--- src/design/ncc_template_match_macros.svh ---
// Assertion macros shared by the matcher.
`ifndef NCC_TEMPLATE_MATCH_MACROS_SVH
`define NCC_TEMPLATE_MATCH_MACROS_SVH

// The consequent must hold in the same cycle as the antecedent.
`define NCC_ASSERT_NOW(label, clk, rst_n, ante, cons, msg) \
    label: assert property (@(posedge clk) disable iff (!(rst_n)) (ante) |-> (cons)) \
        else $error(msg);

// The consequent must hold in the cycle after the antecedent.
`define NCC_ASSERT_NEXT(label, clk, rst_n, ante, cons, msg) \
    label: assert property (@(posedge clk) disable iff (!(rst_n)) (ante) |=> (cons)) \
        else $error(msg);

`endif

--- src/design/ncc_pkg.sv ---
package ncc_pkg;

    localparam int TM      = 16;
    localparam int TDEPTH  = TM * TM;
    localparam int LINES   = TM - 1;
    localparam int IMW     = 1024;
    localparam int IMH     = 1024;

    localparam int PIX_W   = 8;
    localparam int DIM_W   = $clog2(TM);
    localparam int PDIM_W  = 5;
    localparam int IDIM_W  = 11;
    localparam int CNT_W   = $clog2(TDEPTH + 1);
    localparam int TADDR_W = $clog2(TDEPTH);
    localparam int SUM_W   = PIX_W + TADDR_W;
    localparam int SQ_W    = 2 * PIX_W + TADDR_W;
    localparam int COL_W   = $clog2(IMW);
    localparam int POS_W   = 10;

    localparam int SCORE_W = 16;
    localparam int VAR_W   = SQ_W + CNT_W + 1;
    localparam int MB_W    = VAR_W / 2;
    localparam int PROD_W  = VAR_W + MB_W;
    localparam int BIG_W   = 2 * VAR_W;
    localparam int CMP_W   = 2 * VAR_W + 2 * SCORE_W;
    localparam int FRAC2   = 2 * (SCORE_W - 1);

    localparam logic OP_TEMPLATE = 1'b0;
    localparam logic OP_TARGET   = 1'b1;

    localparam logic [1:0] CFG_PAT_W = 2'd0;
    localparam logic [1:0] CFG_PAT_H = 2'd1;
    localparam logic [1:0] CFG_IMG_W = 2'd2;
    localparam logic [1:0] CFG_IMG_H = 2'd3;

    typedef logic [TM-1:0][PIX_W-1:0]    t_column;
    typedef logic [LINES-1:0][PIX_W-1:0] t_line;

    typedef struct packed {
        logic [CNT_W-1:0] n;
        logic [SUM_W-1:0] sp;
        logic [SQ_W-1:0]  spp;
        logic [SUM_W-1:0] st;
        logic [SQ_W-1:0]  stt;
        logic [SQ_W-1:0]  spt;
    } t_score_in;

    typedef struct packed {
        logic               busy;
        logic               done;
        logic               flat;
        logic [SCORE_W-1:0] score;
    } t_score_out;

endpackage

--- src/design/ncc_cell.sv ---
module ncc_cell (
    input  logic                         i_clk,
    input  logic                         i_shift,
    input  ncc_pkg::t_column             i_col,
    input  logic [ncc_pkg::DIM_W-1:0]    i_row_sel,
    output ncc_pkg::t_column             o_col,
    output logic [ncc_pkg::PIX_W-1:0]    o_pix
);
    import ncc_pkg::*;

    t_column r_col;

    always_ff @(posedge i_clk) begin
        if (i_shift) begin
            r_col <= i_col;
        end
    end

    assign o_col = r_col;
    assign o_pix = r_col[i_row_sel];

endmodule

--- config.mk ---
export PLATFORM = sky130hd
export DESIGN_NAME = ncc_cell
export DESIGN_NICKNAME = d
export VERILOG_FILES = /design/src/design/ncc_template_match_macros.svh /design/src/design/ncc_pkg.sv /design/src/design/ncc_cell.sv
export SDC_FILE = /design/constraint.sdc
export NUM_CORES = 1
export LEC_CHECK = 0
export ABC_AREA = 1
export CORE_UTILIZATION = 45
export DETAILED_ROUTE_END_ITERATION = 16
export DONT_BUFFER_PORTS = 1
export GPL_TIMING_DRIVEN = 0
export REMOVE_ABC_BUFFERS = 1
export SLEW_MARGIN = 20
export SYNTH_ARGS = -nofsm -noshare
export SYNTH_HDL_FRONTEND = slang
export SYNTH_SLANG_ARGS = --single-unit
--- constraint.sdc ---
create_clock -name i_clk -period 1.1 [get_ports i_clk]
set_input_delay 0.11 -clock i_clk [delete_from_list [all_inputs] [get_ports i_clk]]
set_output_delay 0.11 -clock i_clk [all_outputs]
set_load 0.005 [all_outputs]
Word-level counts from Yosys, hierarchy flattened

Cells that the tools add are included.

Register bits after elaboration: 128
Input port bits: 134
Logic and storage cells: 19

$lt $le $gt $ge: 1
Multiplexer cells: 2

Operator list:

| kind                                                | count |
|---|---|
| binary-select mux 8 bit (select 4 bit)              | 1 |
| two-way mux 8 bit                                   | 1 |
| < comparator 4 x 5 -> 1 bit (second input constant) | 1 |

Logic depth before layout (Yosys ltp)

Depth in word-level cells: 2
Mapped depth: 8
Depth with buffers taken out: 7

Worst setup path before layout

No wires, ideal clock.

Kind: in2out
From: input port i_row_sel[1] (netlist name)
To: output port o_pix[0] (netlist name)
Arrival: 0.771 ns
Required time: 0.990 ns
Path slack: 0.219 ns
Stages: 7
Cell sequence: buf_2 > inv_2 > buf_2 > nand3_1 > nand3_1 > nand3_1 > nand2_1

Word-level cells in the longest chain between the ends: 2

RTL lines:

| what                                    | line           | RTL |
|---|---|---|
| from (decl)                             | ncc_cell.sv:5  | `input logic [ncc_pkg::DIM_W-1:0] i_row_sel,` |
| binary-select mux 8 bit (select 4 bit)  | ncc_cell.sv:20 | `assign o_pix = r_col[i_row_sel];` |
| two-way mux 8 bit (not written as such) | ncc_cell.sv:20 |  |
| to (decl)                               | ncc_cell.sv:7  | `output logic [ncc_pkg::PIX_W-1:0] o_pix` |

No other way between the ends. The select of a mux whose other input is x is not followed.

Final worst setup path

From: register r_col, in the netlist o_col[0]
To: output port o_pix[0] (netlist name)

Word-level cells in the longest chain between the ends: 2

RTL lines:

| what                                    | line           | RTL |
|---|---|---|
| from (decl)                             | ncc_cell.sv:11 | `t_column r_col;` |
| from (signal assigned)                  | ncc_cell.sv:15 | `r_col <= i_col;` |
| binary-select mux 8 bit (select 4 bit)  | ncc_cell.sv:20 |  |
| two-way mux 8 bit (not written as such) | ncc_cell.sv:20 |  |

No other way between the ends. The select of a mux whose other input is x is not followed.

==> metrics.txt <==
via count=4092; # rows=40; Non-Filler Instances=about 800; first-pass GRT wire length=22040 um; worst path cell trace=inv_1 -> nand2_1 -> nand3_1 -> nand3_1 -> nand3_1 -> nand2_1; Die Ht=about 110 um; Fin. Hold Viols=approximately 130; Pre-antenna DRT Iters=4; register area share after synthesis=69.85%; starting density of the core=46.00%; CORE AREA=11960 um2; Syn Area/Cell=10.66 um2; Slew headroom=51.88%; HP Start=i_shift; worst-margin pin slew=0.7209 ns; VDD IR-drop max=0.001265 V; Hold Path Class=in -> reg; antenna viol nets, final=0; largest net degree at the start of global routing=approximately 130; number of library cell types mapped by synthesis=10; synthesized flop and latch total=128; critical path's largest stage delay=0.43 ns; fin worst setup slack=-0.4162 ns; Post-Syn Area=~5500 um2; Setup-failing EPs final=8; final wirelength=14950 um; Min Hold Slack=-0.1965 ns; gpl congestion=0.7162; Startpoint Class=flop; initial antenna violation count=0; Leakage=roughly 3.2 nW; buffer depth of the longest clock path=2; RSZ-0062 raised after global routing=yes; Tmin final=1.516 ns; die width=112.6 um; fillers=919; GRT Util Overall=a little under a quarter; CP most frequent cell=nand3_1; Layout area overhead=35.95%; period utilisation layout=137.8%; CTS Sinks=128; number of setup buffers added after CTS=0; CP Capture Type=output pin; DR vias/cell=5.128; maxcap violations=0; nets@finish=around 770; footprint of the multi-input gates=1194 um2; CP Launch Point=o_col[0]; CTS tree=yes; Crit-path slowest cell=edfxtp_1; critical path type=reg -> out; initial DRC count=around 310; yosys warns=0; dpl cells=639; dpl hpwl=just over 8000 um; worst endpoint required time=between 0.9 and 1 ns; IO buf count=0; CTS buffer count=17; share of cells above drive strength 1=7.220%; vias in the first global route=4096; post-synthesis instance total=between 500 and 600; Wirelength per Cell=roughly 19 um; drt drc=0; TNS Setup=-3.110 ns; status=finished, violations left; max reg flops=128; die area=12670 um2; failing checks=negative hold slack, negative setup slack; CTS Hold Buffers Added=128; Fmax=between 600 and 700 MHz; gr ovfl total=0; I/O pin count=270; pwr dens=1729 nW/um2; CP arrival=1.41 ns; max-slew violations=0; Max Fanout on Critical Path=2; htree depth=4; CTS root buf=clkbuf_16; Worst-path clk slew=0.06 ns; Final Power=about 13 mW; Sequential Area=3844 um2; number of diodes=0
critical path: cells and delay by family, from the launching register on:
kind,cells,cell delay (ns)
and+or+nand+nor,5,0.49
DFF,1,0.43
buffers and inverters,1,0.08
layout make-up:
| cell class | count | area share (%) |
|---|---|---|
| Tap cell | 147 | 2.459 |
| Clock inverter | 12 | 2.241 |
| Timing Repair Buffer | 128 | 17.13 |
| Multi-Input combinational cell | 264 | 15.96 |
| Inverter | 100 | 5.051 |
| Sequential cell | 128 | 51.38 |
| Clock buffer | 19 | 5.787 |
layer usage:
layer / up-vias / global-route usage (%) / wire (um) / part of all wire (%)
met5: - / 0 / 0 / 0
met4: 0 / 9.600 / 265 / 1.8
met3: 21 / 9.665 / 1300 / 8.7
met2: 201 / 41.32 / 7895 / 53
met1: 1962 / 25.48 / 5485 / 37
li1: 1908 / - / - / -
logic make-up (layout without fill, tap and decap cells):
| group | Yosys count | in the layout | synth area share, % |
|---|---|---|---|
| AND/OR/NAND/NOR | 264 | 264 | 20.19 |
| flip-flops | 128 | 128 | 69.85 |
| buffers and inverters | 124 | 259 | 9.959 |
cell usage after synthesis (all sizes together):
cell type  instances  area share, %
inv              100            6.8
clkbuf             1          0.068
nand3             96            8.7
buf               23            3.1
nand2            168             11
edfxtp           128             70
power by group:
| part | internal (mW) | leakage, nW | switching, mW |
|---|---|---|---|
| combinational | 0.527 | 1.71 | 0.459 |
| sequential | 5.83 | 1.25 | 0.324 |
| clock | 3.75 | 0.282 | 2.05 |
what timing repair did:
item | CTS | global route
hold endpoints to repair | 256 | 128
cloned | 0 | 0
pin swaps | 9 | 4
gates resized for setup | 14 | 6
endpoints found under the setup margin | 8 | 8
layout by cell type (no fill, tap or decap), drive strengths merged:
cell / n
nand2: 168
edfxtp: 128
clkinv: 5
bufinv: 4
dlygate4sd3: 128
nand3: 96
inv: 100
clkbuf: 19
clkinvlp: 3
final timing paths:
check  slack [ns]         to  cells after the start
min         -0.20  o_col[97]                      0
max         -0.42   o_pix[0]                      6
per-stage QoR:
stage                     setup WS [ns]  area, um2  util [%]
final                           -0.4162       7481     62.54
after global routing            -0.5158       7481     62.54
after CTS                       -0.4250       7451     62.29
after detailed placement        -0.5343       5514     46.10
after global placement          -0.5304       5514     46.10
after floorplan                -0.02321       5330         -
Power figures use the tool's default switching activity.
