--- config.mk ---
export PLATFORM = sky130hd
export DESIGN_NAME = ncc_score
export DESIGN_NICKNAME = d
export VERILOG_FILES = /design/src/design/ncc_template_match_macros.svh /design/src/design/ncc_pkg.sv /design/src/design/ncc_score.sv
export SDC_FILE = /design/constraint.sdc
export NUM_CORES = 2
export LEC_CHECK = 0
export BUFFER_PORTS_ARGS = -buffer_cell sky130_fd_sc_hd__buf_2
export CAP_MARGIN = 0
export CORE_MARGIN = 4
export CORE_UTILIZATION = 25
export CTS_CLUSTER_DIAMETER = 120
export CTS_CLUSTER_SIZE = 25
export DETAILED_ROUTE_END_ITERATION = 16
export GPL_TIMING_DRIVEN = 0
export REMOVE_ABC_BUFFERS = 1
export SLEW_MARGIN = 0
export SYNTH_ARGS = -nofsm -noshare
export SYNTH_HDL_FRONTEND = slang
export SYNTH_SLANG_ARGS = --single-unit
--- constraint.sdc ---
create_clock -name i_clk -period 44 [get_ports i_clk]
set_input_delay 2.2 -clock i_clk [delete_from_list [all_inputs] [get_ports i_clk]]
set_output_delay 2.2 -clock i_clk [all_outputs]
set_load 0.05 [all_outputs]
--- src/design/ncc_template_match_macros.svh ---
// Assertion macros shared by the matcher.
`ifndef NCC_TEMPLATE_MATCH_MACROS_SVH
`define NCC_TEMPLATE_MATCH_MACROS_SVH

// The consequent must hold in the same cycle as the antecedent.
`define NCC_ASSERT_NOW(label, clk, rst_n, ante, cons, msg) \
    label: assert property (@(posedge clk) disable iff (!(rst_n)) (ante) |-> (cons)) \
        else $error(msg);

// The consequent must hold in the cycle after the antecedent.
`define NCC_ASSERT_NEXT(label, clk, rst_n, ante, cons, msg) \
    label: assert property (@(posedge clk) disable iff (!(rst_n)) (ante) |=> (cons)) \
        else $error(msg);

`endif

--- src/design/ncc_pkg.sv ---
package ncc_pkg;

    localparam int TM      = 16;
    localparam int TDEPTH  = TM * TM;
    localparam int LINES   = TM - 1;
    localparam int IMW     = 1024;
    localparam int IMH     = 1024;

    localparam int PIX_W   = 8;
    localparam int DIM_W   = $clog2(TM);
    localparam int PDIM_W  = 5;
    localparam int IDIM_W  = 11;
    localparam int CNT_W   = $clog2(TDEPTH + 1);
    localparam int TADDR_W = $clog2(TDEPTH);
    localparam int SUM_W   = PIX_W + TADDR_W;
    localparam int SQ_W    = 2 * PIX_W + TADDR_W;
    localparam int COL_W   = $clog2(IMW);
    localparam int POS_W   = 10;

    localparam int SCORE_W = 16;
    localparam int VAR_W   = SQ_W + CNT_W + 1;
    localparam int MB_W    = VAR_W / 2;
    localparam int PROD_W  = VAR_W + MB_W;
    localparam int BIG_W   = 2 * VAR_W;
    localparam int CMP_W   = 2 * VAR_W + 2 * SCORE_W;
    localparam int FRAC2   = 2 * (SCORE_W - 1);

    localparam logic OP_TEMPLATE = 1'b0;
    localparam logic OP_TARGET   = 1'b1;

    localparam logic [1:0] CFG_PAT_W = 2'd0;
    localparam logic [1:0] CFG_PAT_H = 2'd1;
    localparam logic [1:0] CFG_IMG_W = 2'd2;
    localparam logic [1:0] CFG_IMG_H = 2'd3;

    typedef logic [TM-1:0][PIX_W-1:0]    t_column;
    typedef logic [LINES-1:0][PIX_W-1:0] t_line;

    typedef struct packed {
        logic [CNT_W-1:0] n;
        logic [SUM_W-1:0] sp;
        logic [SQ_W-1:0]  spp;
        logic [SUM_W-1:0] st;
        logic [SQ_W-1:0]  stt;
        logic [SQ_W-1:0]  spt;
    } t_score_in;

    typedef struct packed {
        logic               busy;
        logic               done;
        logic               flat;
        logic [SCORE_W-1:0] score;
    } t_score_out;

endpackage

--- src/design/ncc_score.sv ---
module ncc_score (
    input  logic                i_clk,
    input  logic                i_rst_n,
    input  logic                i_start,
    input  ncc_pkg::t_score_in  i_in,
    output ncc_pkg::t_score_out o_out
);
    import ncc_pkg::*;

    typedef enum logic [3:0] {
        SC_IDLE, SC_M0, SC_M1, SC_M2, SC_M3, SC_M4, SC_M5, SC_M6,
        SC_M7, SC_M8, SC_M9, SC_M10, SC_ITER, SC_FIN
    } t_sc_state;

    t_sc_state           r_state;
    t_score_in           r_in;
    logic [PROD_W-1:0]   r_prod;
    logic [PROD_W-1:0]   r_x;
    logic signed [VAR_W:0] r_vp;
    logic signed [VAR_W:0] r_vt;
    logic [VAR_W-1:0]    r_mag;
    logic                r_neg;
    logic [BIG_W-1:0]    r_p;
    logic [CMP_W-1:0]    r_r;
    logic [CMP_W-1:0]    r_a;
    logic [CMP_W-1:0]    r_b;
    logic [SCORE_W-1:0]  r_q;
    logic [3:0]          r_bit;
    logic                r_done;
    logic                r_flat;
    logic [SCORE_W-1:0]  r_score;

    logic [VAR_W-1:0]    m_a;
    logic [MB_W-1:0]     m_b;
    logic [PROD_W-1:0]   m_prod;
    logic signed [VAR_W:0] d_diff;
    logic [CMP_W-1:0]    c_cand;
    logic                c_take;
    logic                vp_pos;
    logic                vt_pos;

    always_comb begin
        m_a = '0;
        m_b = '0;
        unique case (r_state)
            SC_M0: begin
                m_a = VAR_W'(r_in.spp);
                m_b = MB_W'(r_in.n);
            end
            SC_M1: begin
                m_a = VAR_W'(r_in.sp);
                m_b = MB_W'(r_in.sp);
            end
            SC_M2: begin
                m_a = VAR_W'(r_in.stt);
                m_b = MB_W'(r_in.n);
            end
            SC_M3: begin
                m_a = VAR_W'(r_in.st);
                m_b = MB_W'(r_in.st);
            end
            SC_M4: begin
                m_a = VAR_W'(r_in.spt);
                m_b = MB_W'(r_in.n);
            end
            SC_M5: begin
                m_a = VAR_W'(r_in.sp);
                m_b = MB_W'(r_in.st);
            end
            SC_M6: begin
                m_a = r_vp[VAR_W-1:0];
                m_b = r_vt[MB_W-1:0];
            end
            SC_M7: begin
                m_a = r_vp[VAR_W-1:0];
                m_b = r_vt[VAR_W-1:MB_W];
            end
            SC_M8: begin
                m_a = r_mag;
                m_b = r_mag[MB_W-1:0];
            end
            SC_M9: begin
                m_a = r_mag;
                m_b = r_mag[VAR_W-1:MB_W];
            end
            default: begin
                m_a = '0;
                m_b = '0;
            end
        endcase
    end

    assign m_prod = PROD_W'(m_a) * PROD_W'(m_b);
    assign d_diff = $signed({1'b0, r_x[VAR_W-1:0]}) - $signed({1'b0, r_prod[VAR_W-1:0]});
    assign vp_pos = !r_vp[VAR_W] && (r_vp != '0);
    assign vt_pos = !r_vt[VAR_W] && (r_vt != '0);

    assign c_cand = r_a + (r_b << ({1'b0, r_bit} + 5'd1))
                  + (CMP_W'(r_p) << {r_bit, 1'b0});
    assign c_take = !r_q[SCORE_W-1] && (c_cand <= r_r);

    always_ff @(posedge i_clk) begin
        if (!i_rst_n) begin
            r_state <= SC_IDLE;
            r_done  <= 1'b0;
        end else begin
            r_done <= 1'b0;
            r_prod <= m_prod;
            unique case (r_state)
                SC_IDLE: begin
                    if (i_start) begin
                        r_in    <= i_in;
                        r_state <= SC_M0;
                    end
                end
                SC_M0: r_state <= SC_M1;
                SC_M1: begin
                    r_x     <= r_prod;
                    r_state <= SC_M2;
                end
                SC_M2: begin
                    r_vp    <= d_diff;
                    r_state <= SC_M3;
                end
                SC_M3: begin
                    r_x     <= r_prod;
                    r_state <= SC_M4;
                end
                SC_M4: begin
                    r_vt    <= d_diff;
                    r_state <= SC_M5;
                end
                SC_M5: begin
                    r_x     <= r_prod;
                    r_state <= SC_M6;
                end
                SC_M6: begin
                    r_neg  <= d_diff[VAR_W];
                    r_mag  <= d_diff[VAR_W] ? VAR_W'(-d_diff) : d_diff[VAR_W-1:0];
                    r_flat <= !(vp_pos && vt_pos);
                    r_state <= (vp_pos && vt_pos) ? SC_M7 : SC_FIN;
                end
                SC_M7: begin
                    r_x     <= r_prod;
                    r_state <= SC_M8;
                end
                SC_M8: begin
                    r_p     <= BIG_W'(r_x) + (BIG_W'(r_prod) << MB_W);
                    r_state <= SC_M9;
                end
                SC_M9: begin
                    r_x     <= r_prod;
                    r_state <= SC_M10;
                end
                SC_M10: begin
                    r_r     <= (CMP_W'(r_x) + (CMP_W'(r_prod) << MB_W)) << FRAC2;
                    r_a     <= '0;
                    r_b     <= '0;
                    r_q     <= '0;
                    r_bit   <= 4'(SCORE_W - 1);
                    r_state <= SC_ITER;
                end
                SC_ITER: begin
                    if (c_take) begin
                        r_a        <= c_cand;
                        r_b        <= r_b + (CMP_W'(r_p) << r_bit);
                        r_q[r_bit] <= 1'b1;
                    end
                    if (r_bit == 4'd0) begin
                        r_state <= SC_FIN;
                    end else begin
                        r_bit <= r_bit - 4'd1;
                    end
                end
                SC_FIN: begin
                    if (r_flat) begin
                        r_score <= '0;
                    end else if (r_neg) begin
                        r_score <= SCORE_W'(0) - r_q;
                    end else if (r_q[SCORE_W-1]) begin
                        r_score <= {1'b0, {(SCORE_W-1){1'b1}}};
                    end else begin
                        r_score <= r_q;
                    end
                    r_done  <= 1'b1;
                    r_state <= SC_IDLE;
                end
                default: r_state <= SC_IDLE;
            endcase
        end
    end

    assign o_out.busy  = (r_state != SC_IDLE);
    assign o_out.done  = r_done;
    assign o_out.flat  = r_flat;
    assign o_out.score = r_score;

endmodule

Yosys cells after proc, flatten, opt, wreduce, memory -nomap -nowiden
Cells that the tools add are included.
- multipliers: 1
- bitwise operators: 1
- reductions and logical operators: 32
- eq/ne operators: 17
- shift operators: 3
- $add $sub $neg: 10
- magnitude comparators: 3
- multiplexer cells: 20
- operator list (kind ; number):
    100-bit one-hot mux with 2 select lines ; 2
    100-bit adder ; 3
    34-bit one-hot mux with 7 select lines ; 1
    100-bit 2-to-1 mux ; 2
    17-bit one-hot mux with 7 select lines ; 1
    100-bit less-or-equal comparator ; 1
    100-bit by 5-bit << shifter with 100-bit output ; 1
    68-bit by 4-bit << shifter with 100-bit output ; 1
    68-bit by 5-bit << shifter with 100-bit output ; 1
    35-bit nonzero test ; 2
    51-bit by 68-bit adder with 69-bit output ; 1
    51-bit by 68-bit adder with 68-bit output ; 1
    4-bit one-hot mux with 13 select lines ; 1
    34-bit by 17-bit multiplier with 51-bit output ; 1
    34-bit by 34-bit subtractor with 35-bit output ; 1
    34-bit 2-to-1 mux ; 1
    34-bit negation ; 1
    16-bit 2-to-1 mux ; 2
    16-bit one-hot mux with 2 select lines ; 1
    4-bit equality test, second input constant ; 6
    4-bit by 3-bit equality test with 1-bit output, second input constant ; 4
    16-bit bitwise OR ; 1
    2-bit AND reduction ; 8
    1-bit by 16-bit subtractor with 16-bit output, first input constant ; 1
    other kinds (22) ; 42
- output and inout port bits: 19
- register bits after elaboration: 700
- word-level logic and storage cells: 109
- input bits: 116

Depth between registers and ports, before layout
- depth after elaboration: 8
- mapped depth: 41
- mapped depth without buffers: 33

Worst setup path after synthesis
No wires, ideal clock.
- path kind: register to register
- start: register r_bit[0]
- end: register r_a[0], enable pin
- arrival time: 19.291 ns
- required time: 43.105 ns
- setup slack: 23.814 ns
- period minus slack after synthesis: 20.186 ns
- setup time: 0.895 ns
- stages on the path, launching flop included: 42
- buffers on the path: 8
- cells stage by stage: edfxtp_1 -> buf_2 -> inv_1 -> clkbuf_1 -> clkbuf_1 -> ha_1 -> clkbuf_1 -> buf_1 -> buf_1 -> clkbuf_1 -> nor2_1 -> a22oi_1 -> nand2_1 -> o21ai_0 -> nor2_1 -> a21oi_1 -> mux2i_1 -> fa_1 -> [... 6 more ...] -> nor3_1 -> nor2_1 -> o21ai_1 -> a31oi_1 -> or4_1 -> a21oi_1 -> nor2_1 -> ha_1 -> a21o_1 -> a21o_1 -> a21oi_1 -> nor2_1 -> a211oi_1 -> o2111a_1 -> o21ai_0 -> a21oi_1 -> o31ai_1 -> a2bb2oi_1
- word-level cells in the longest chain between the ends: 8
- elaborated cells on any way between the ends: 9
- classes of those cells: 3 x add/sub; 1 x order compare; 1 x eq/ne; 2 x shift; 2 x reduce/logical
- RTL lines (item ; RTL line ; RTL):
    from (decl) ; ncc_score.sv:28 ; logic [3:0] r_bit;
    from (signal assigned) ; ncc_score.sv:160 ; r_bit <= 4'(SCORE_W - 1);
    from (signal assigned) ; ncc_score.sv:172 ; r_bit <= r_bit - 4'd1;
    4-bit by 1-bit adder with 5-bit output ; ncc_score.sv:98 ; assign c_cand = r_a + (r_b << ({1'b0, r_bit} + 5'd1))
    100-bit by 5-bit << shifter with 100-bit output ; ncc_score.sv:98 ;
    100-bit adder ; ncc_score.sv:98 ;
    100-bit adder (*) ; ncc_score.sv:99 ; + (CMP_W'(r_p) << {r_bit, 1'b0});
    net c_cand[85] ; ncc_score.sv:37 ; logic [CMP_W-1:0] c_cand;
    100-bit less-or-equal comparator (*) ; ncc_score.sv:100 ; assign c_take = !r_q[SCORE_W-1] && (c_cand <= r_r);
    1-bit logical AND (*) ; ncc_score.sv:100 ;
    2-bit != test (no source line) (*) ; n/a ;
    3-bit AND reduction (no source line) (*) ; n/a ;
    to (signal assigned) ; ncc_score.sv:165 ; r_a <= c_cand;
    to (decl) ; ncc_score.sv:25 ; logic [CMP_W-1:0] r_a;
The timed path passes the listed nets; every way through them passes the cells marked *.
A chain may end at the register's enable or synchronous reset.

Worst setup path after layout
- start: register r_bit[0]
- end: register r_b[15], enable pin
- word-level cells in the longest chain between the ends: 8
- elaborated cells on any way between the ends: 9
- classes of those cells: 3 x add/sub; 1 x order compare; 1 x eq/ne; 2 x shift; 2 x reduce/logical
- RTL lines (item ; RTL line ; RTL):
    4-bit by 1-bit adder with 5-bit output ; ncc_score.sv:98 ;
    100-bit by 5-bit << shifter with 100-bit output ; ncc_score.sv:98 ;
    100-bit adder ; ncc_score.sv:98 ;
    100-bit adder (*) ; ncc_score.sv:99 ;
    net c_cand[95] ; ncc_score.sv:37 ;
    100-bit less-or-equal comparator (*) ; ncc_score.sv:100 ;
    1-bit logical AND (*) ; ncc_score.sv:100 ;
    2-bit != test (no source line) (*) ; n/a ;
    3-bit AND reduction (no source line) (*) ; n/a ;
    to (signal assigned) ; ncc_score.sv:166 ; r_b <= r_b + (CMP_W'(r_p) << r_bit);
    to (decl) ; ncc_score.sv:26 ; logic [CMP_W-1:0] r_b;
Marks and branches as above.

==> run metrics <==
DP Area=80400 um^2; combined area of the multi-input logic cells=48500 um^2; Hold WC Path Type=register to register; Hold Crit Depth=0; RSZ-0062 raised after global routing=false; Top FF cell, synth=edfxtp_1; Std-Cell Rows=199; initial core utilization=0.251; CTS hold repair buffers=0; # fillers=31.3k; YS warnings=0; Mapped Cells=7923; DRC viols=0; CTS Sinks=699; Post-CTS Setup Inserts=0; first-pass GRT wire length=374 mm; R2R Path End=r_b[15]; CTS resizes=0; RR Startpoint=r_bit[0]; worst endpoint data arrival time=15.42 ns; slowest cell delay on critical path=1.01 ns; Power Density=26.3 nW/um^2; number of DRC markers in iteration 0=6723; share of cells above drive strength 1=0.0707; Critical Path Source=r_bit[0]; IO Port Bufs=134; Storage cell area=20900 um^2; worst-margin pin slew=1.55 ns; Non-Filler Instances=11.7k; total number of vias=60.4k; Setup crit end=r_b[15]; Clock Skew=0.0827 ns; slowest stage cell, crit path=nor4_1; clk slew on worst S/H paths=0.10 ns; wire per inst=21.4 um; crit path max fanout=63; via density per instance=5.14; All-Layer GR Usage=0.161; H-tree depth=2; deepest clock path buffer count=3; Slew headroom=-0.0359; Post-Place Cells=11.7k; IO Pins=135; VDD IR-drop max=0.0328 mV; overall power=0.00215 W; Worst Path Required=44.39 ns; vias in the first global route=57.9k; Post-Route WL=251 mm; post-synthesis register bit count=699; Overflow after GRT=0; Layout Nets=8947; ANT nets after route=0; P&R area growth vs syn=10.8%; r2r setup slk=28.97 ns; Seq/Total Area, Yosys=0.284; Final period util=0.342; fmax=66.5 MHz; final-report setup violation count=0; Clock Latency Late Sink=0.70 ns; synth unique cells=92; Die W=551 um; number of synthesized flops with an enable pin=694; drt pass-1 iters=8; core area=294000 um^2; R2R depth=37; CP Launch Type=register; CTS tree=built; mean post-synth cell area=9.31 um^2; Setup crit end kind=register; Min Hold Slack=0.486 ns; Leak=34.8 nW; post-DP HPWL=205 mm; max-cap violation count=0; die area=304000 um^2; Final Hold Vio Count=0; initial antenna violation count=7; root buffer cell=clkbuf_16; Mapped Area=73800 um^2; FFs w/ async S/R, synth=0; routability cong.=0.941; status=finished, violations left; crit path time final=15.03 ns; Die H=551 um; fin area=81800 um^2; largest net degree at the start of global routing=69; violated checks=slew limit; max-slew violation count=11; critical path class=register to register; TritonCTS buffer count=39
==> placed cells by master (no fill, tap or decap), types with 114 or more instances in the layout <==
cell type	n
buf_2	140
and2_1	136
a21o_1	201
nand2_1	979
mux2i_1	305
ha_1	449
xor2_1	115
edfxtp_1	694
xnor2_1	202
a21oi_1	469
nand4_1	114
mux4_2	123
nor2_1	706
o21ai_0	440
fa_1	581
inv_1	797
==> critical path: cells and delay by family, from the launching register on <==
family                   cells  cell delay, ns
AO/OA/AOI/OAI                6            2.98
XOR/XNOR                     1            0.15
adder cells (fa/ha/maj)      4            2.10
buffers and inverters        8            2.45
flip-flops                   1            0.61
multiplexers                 3            1.23
AND/OR/NAND/NOR             15            5.05
==> layout make-up <==
type | instances | share of cell area
Timing Repair Buffer | 262 | 0.0375
Multi-Input combinational cell | 5997 | 0.594
Sequential cell | 699 | 0.256
Tap cell | 3919 | 0.0600
Clock inverter | 18 | 0.00372
Inverter | 801 | 0.0368
Antenna cell | 2 | 0.0000612
Clock buffer | 44 | 0.0122
==> worst min-delay path by stage <==
| stage | startpoint | slack, ns | endpoint |
|---|---|---|---|
| after floorplan | r_prod[43] | 0.43 | r_x[43] |
| after detailed placement | r_prod[43] | 0.46 | r_x[43] |
| after global placement | r_prod[43] | 0.44 | r_x[43] |
| final | r_prod[43] | 0.49 | r_x[43] |
| after global routing | r_prod[43] | 0.51 | r_x[43] |
| after CTS | r_prod[43] | 0.48 | r_x[43] |
==> flip-flops by register name, summed over array words and instances, names as in the netlist, 34 cells and up <==
register and count:
r_a 100, r_b 100, r_in 113, r_mag 34
r_p 68, r_prod 51, r_r 69, r_vp 35
r_vt 35, r_x 51
==> cell families (layout without fill, tap and decap cells) <==
kind of cell / Yosys count / count (layout) / share of synthesized area
buffers and inverters: 1227 / 1125 / 0.0627
XOR/XNOR: 322 / 322 / 0.0382
flip-flops: 699 / 699 / 0.284
AO/OA/AOI/OAI: 1735 / 1735 / 0.150
adder cells (fa/ha/maj): 1031 / 1031 / 0.234
multiplexers: 439 / 439 / 0.0806
other: 0 / 2 / 0
AND/OR/NAND/NOR: 2470 / 2470 / 0.151
==> per-layer routing <==
layer  track usage  vias up  wire length (um)
met1         0.227    29820            110000
met4        0.0516        0              9150
met5             0        -                 0
met3        0.0375      379             24900
met2         0.241     2753            107000
li1              -    27425                 -
==> metrics by stage <==
stage                      util  setup TNS (ns)  worst slack, ns
after floorplan               -               0            12.71
after global placement    0.265         -843.69            -3.95
after detailed placement  0.274               0            29.45
after CTS                 0.278               0            29.41
after global routing      0.278               0            28.57
final                     0.278               0            28.97
==> synth_stat cells (76+ instances only) <==
| master | n | area [um^2] |
|---|---|---|
| inv_1 | 800 | 3000 |
| mux4_2 | 123 | 2770 |
| clkbuf_1 | 362 | 1360 |
| a21o_1 | 201 | 1510 |
| nand2_1 | 980 | 3680 |
| ha_1 | 450 | 5630 |
| mux2i_1 | 305 | 3050 |
| xor2_1 | 116 | 1020 |
| xnor2_1 | 206 | 1800 |
| fa_1 | 581 | 11600 |
| nor2_1 | 715 | 2680 |
| nand2b_1 | 92 | 576 |
| nand3_1 | 93 | 465 |
| nor3_1 | 88 | 440 |
| and2_1 | 139 | 870 |
| o21ai_0 | 440 | 2200 |
| a21oi_1 | 469 | 2350 |
| edfxtp_1 | 694 | 20800 |
| a22oi_1 | 76 | 571 |
| nand4_1 | 114 | 713 |
==> power breakdown <==
| part | total, W | internal, W | switching (W) |
|---|---|---|---|
| Sequential | 0.000850 | 0.000819 | 0.0000314 |
| Clock | 0.000450 | 0.000191 | 0.000259 |
| Combinational | 0.000850 | 0.000279 | 0.000571 |
(Power assumes the default switching activity.)
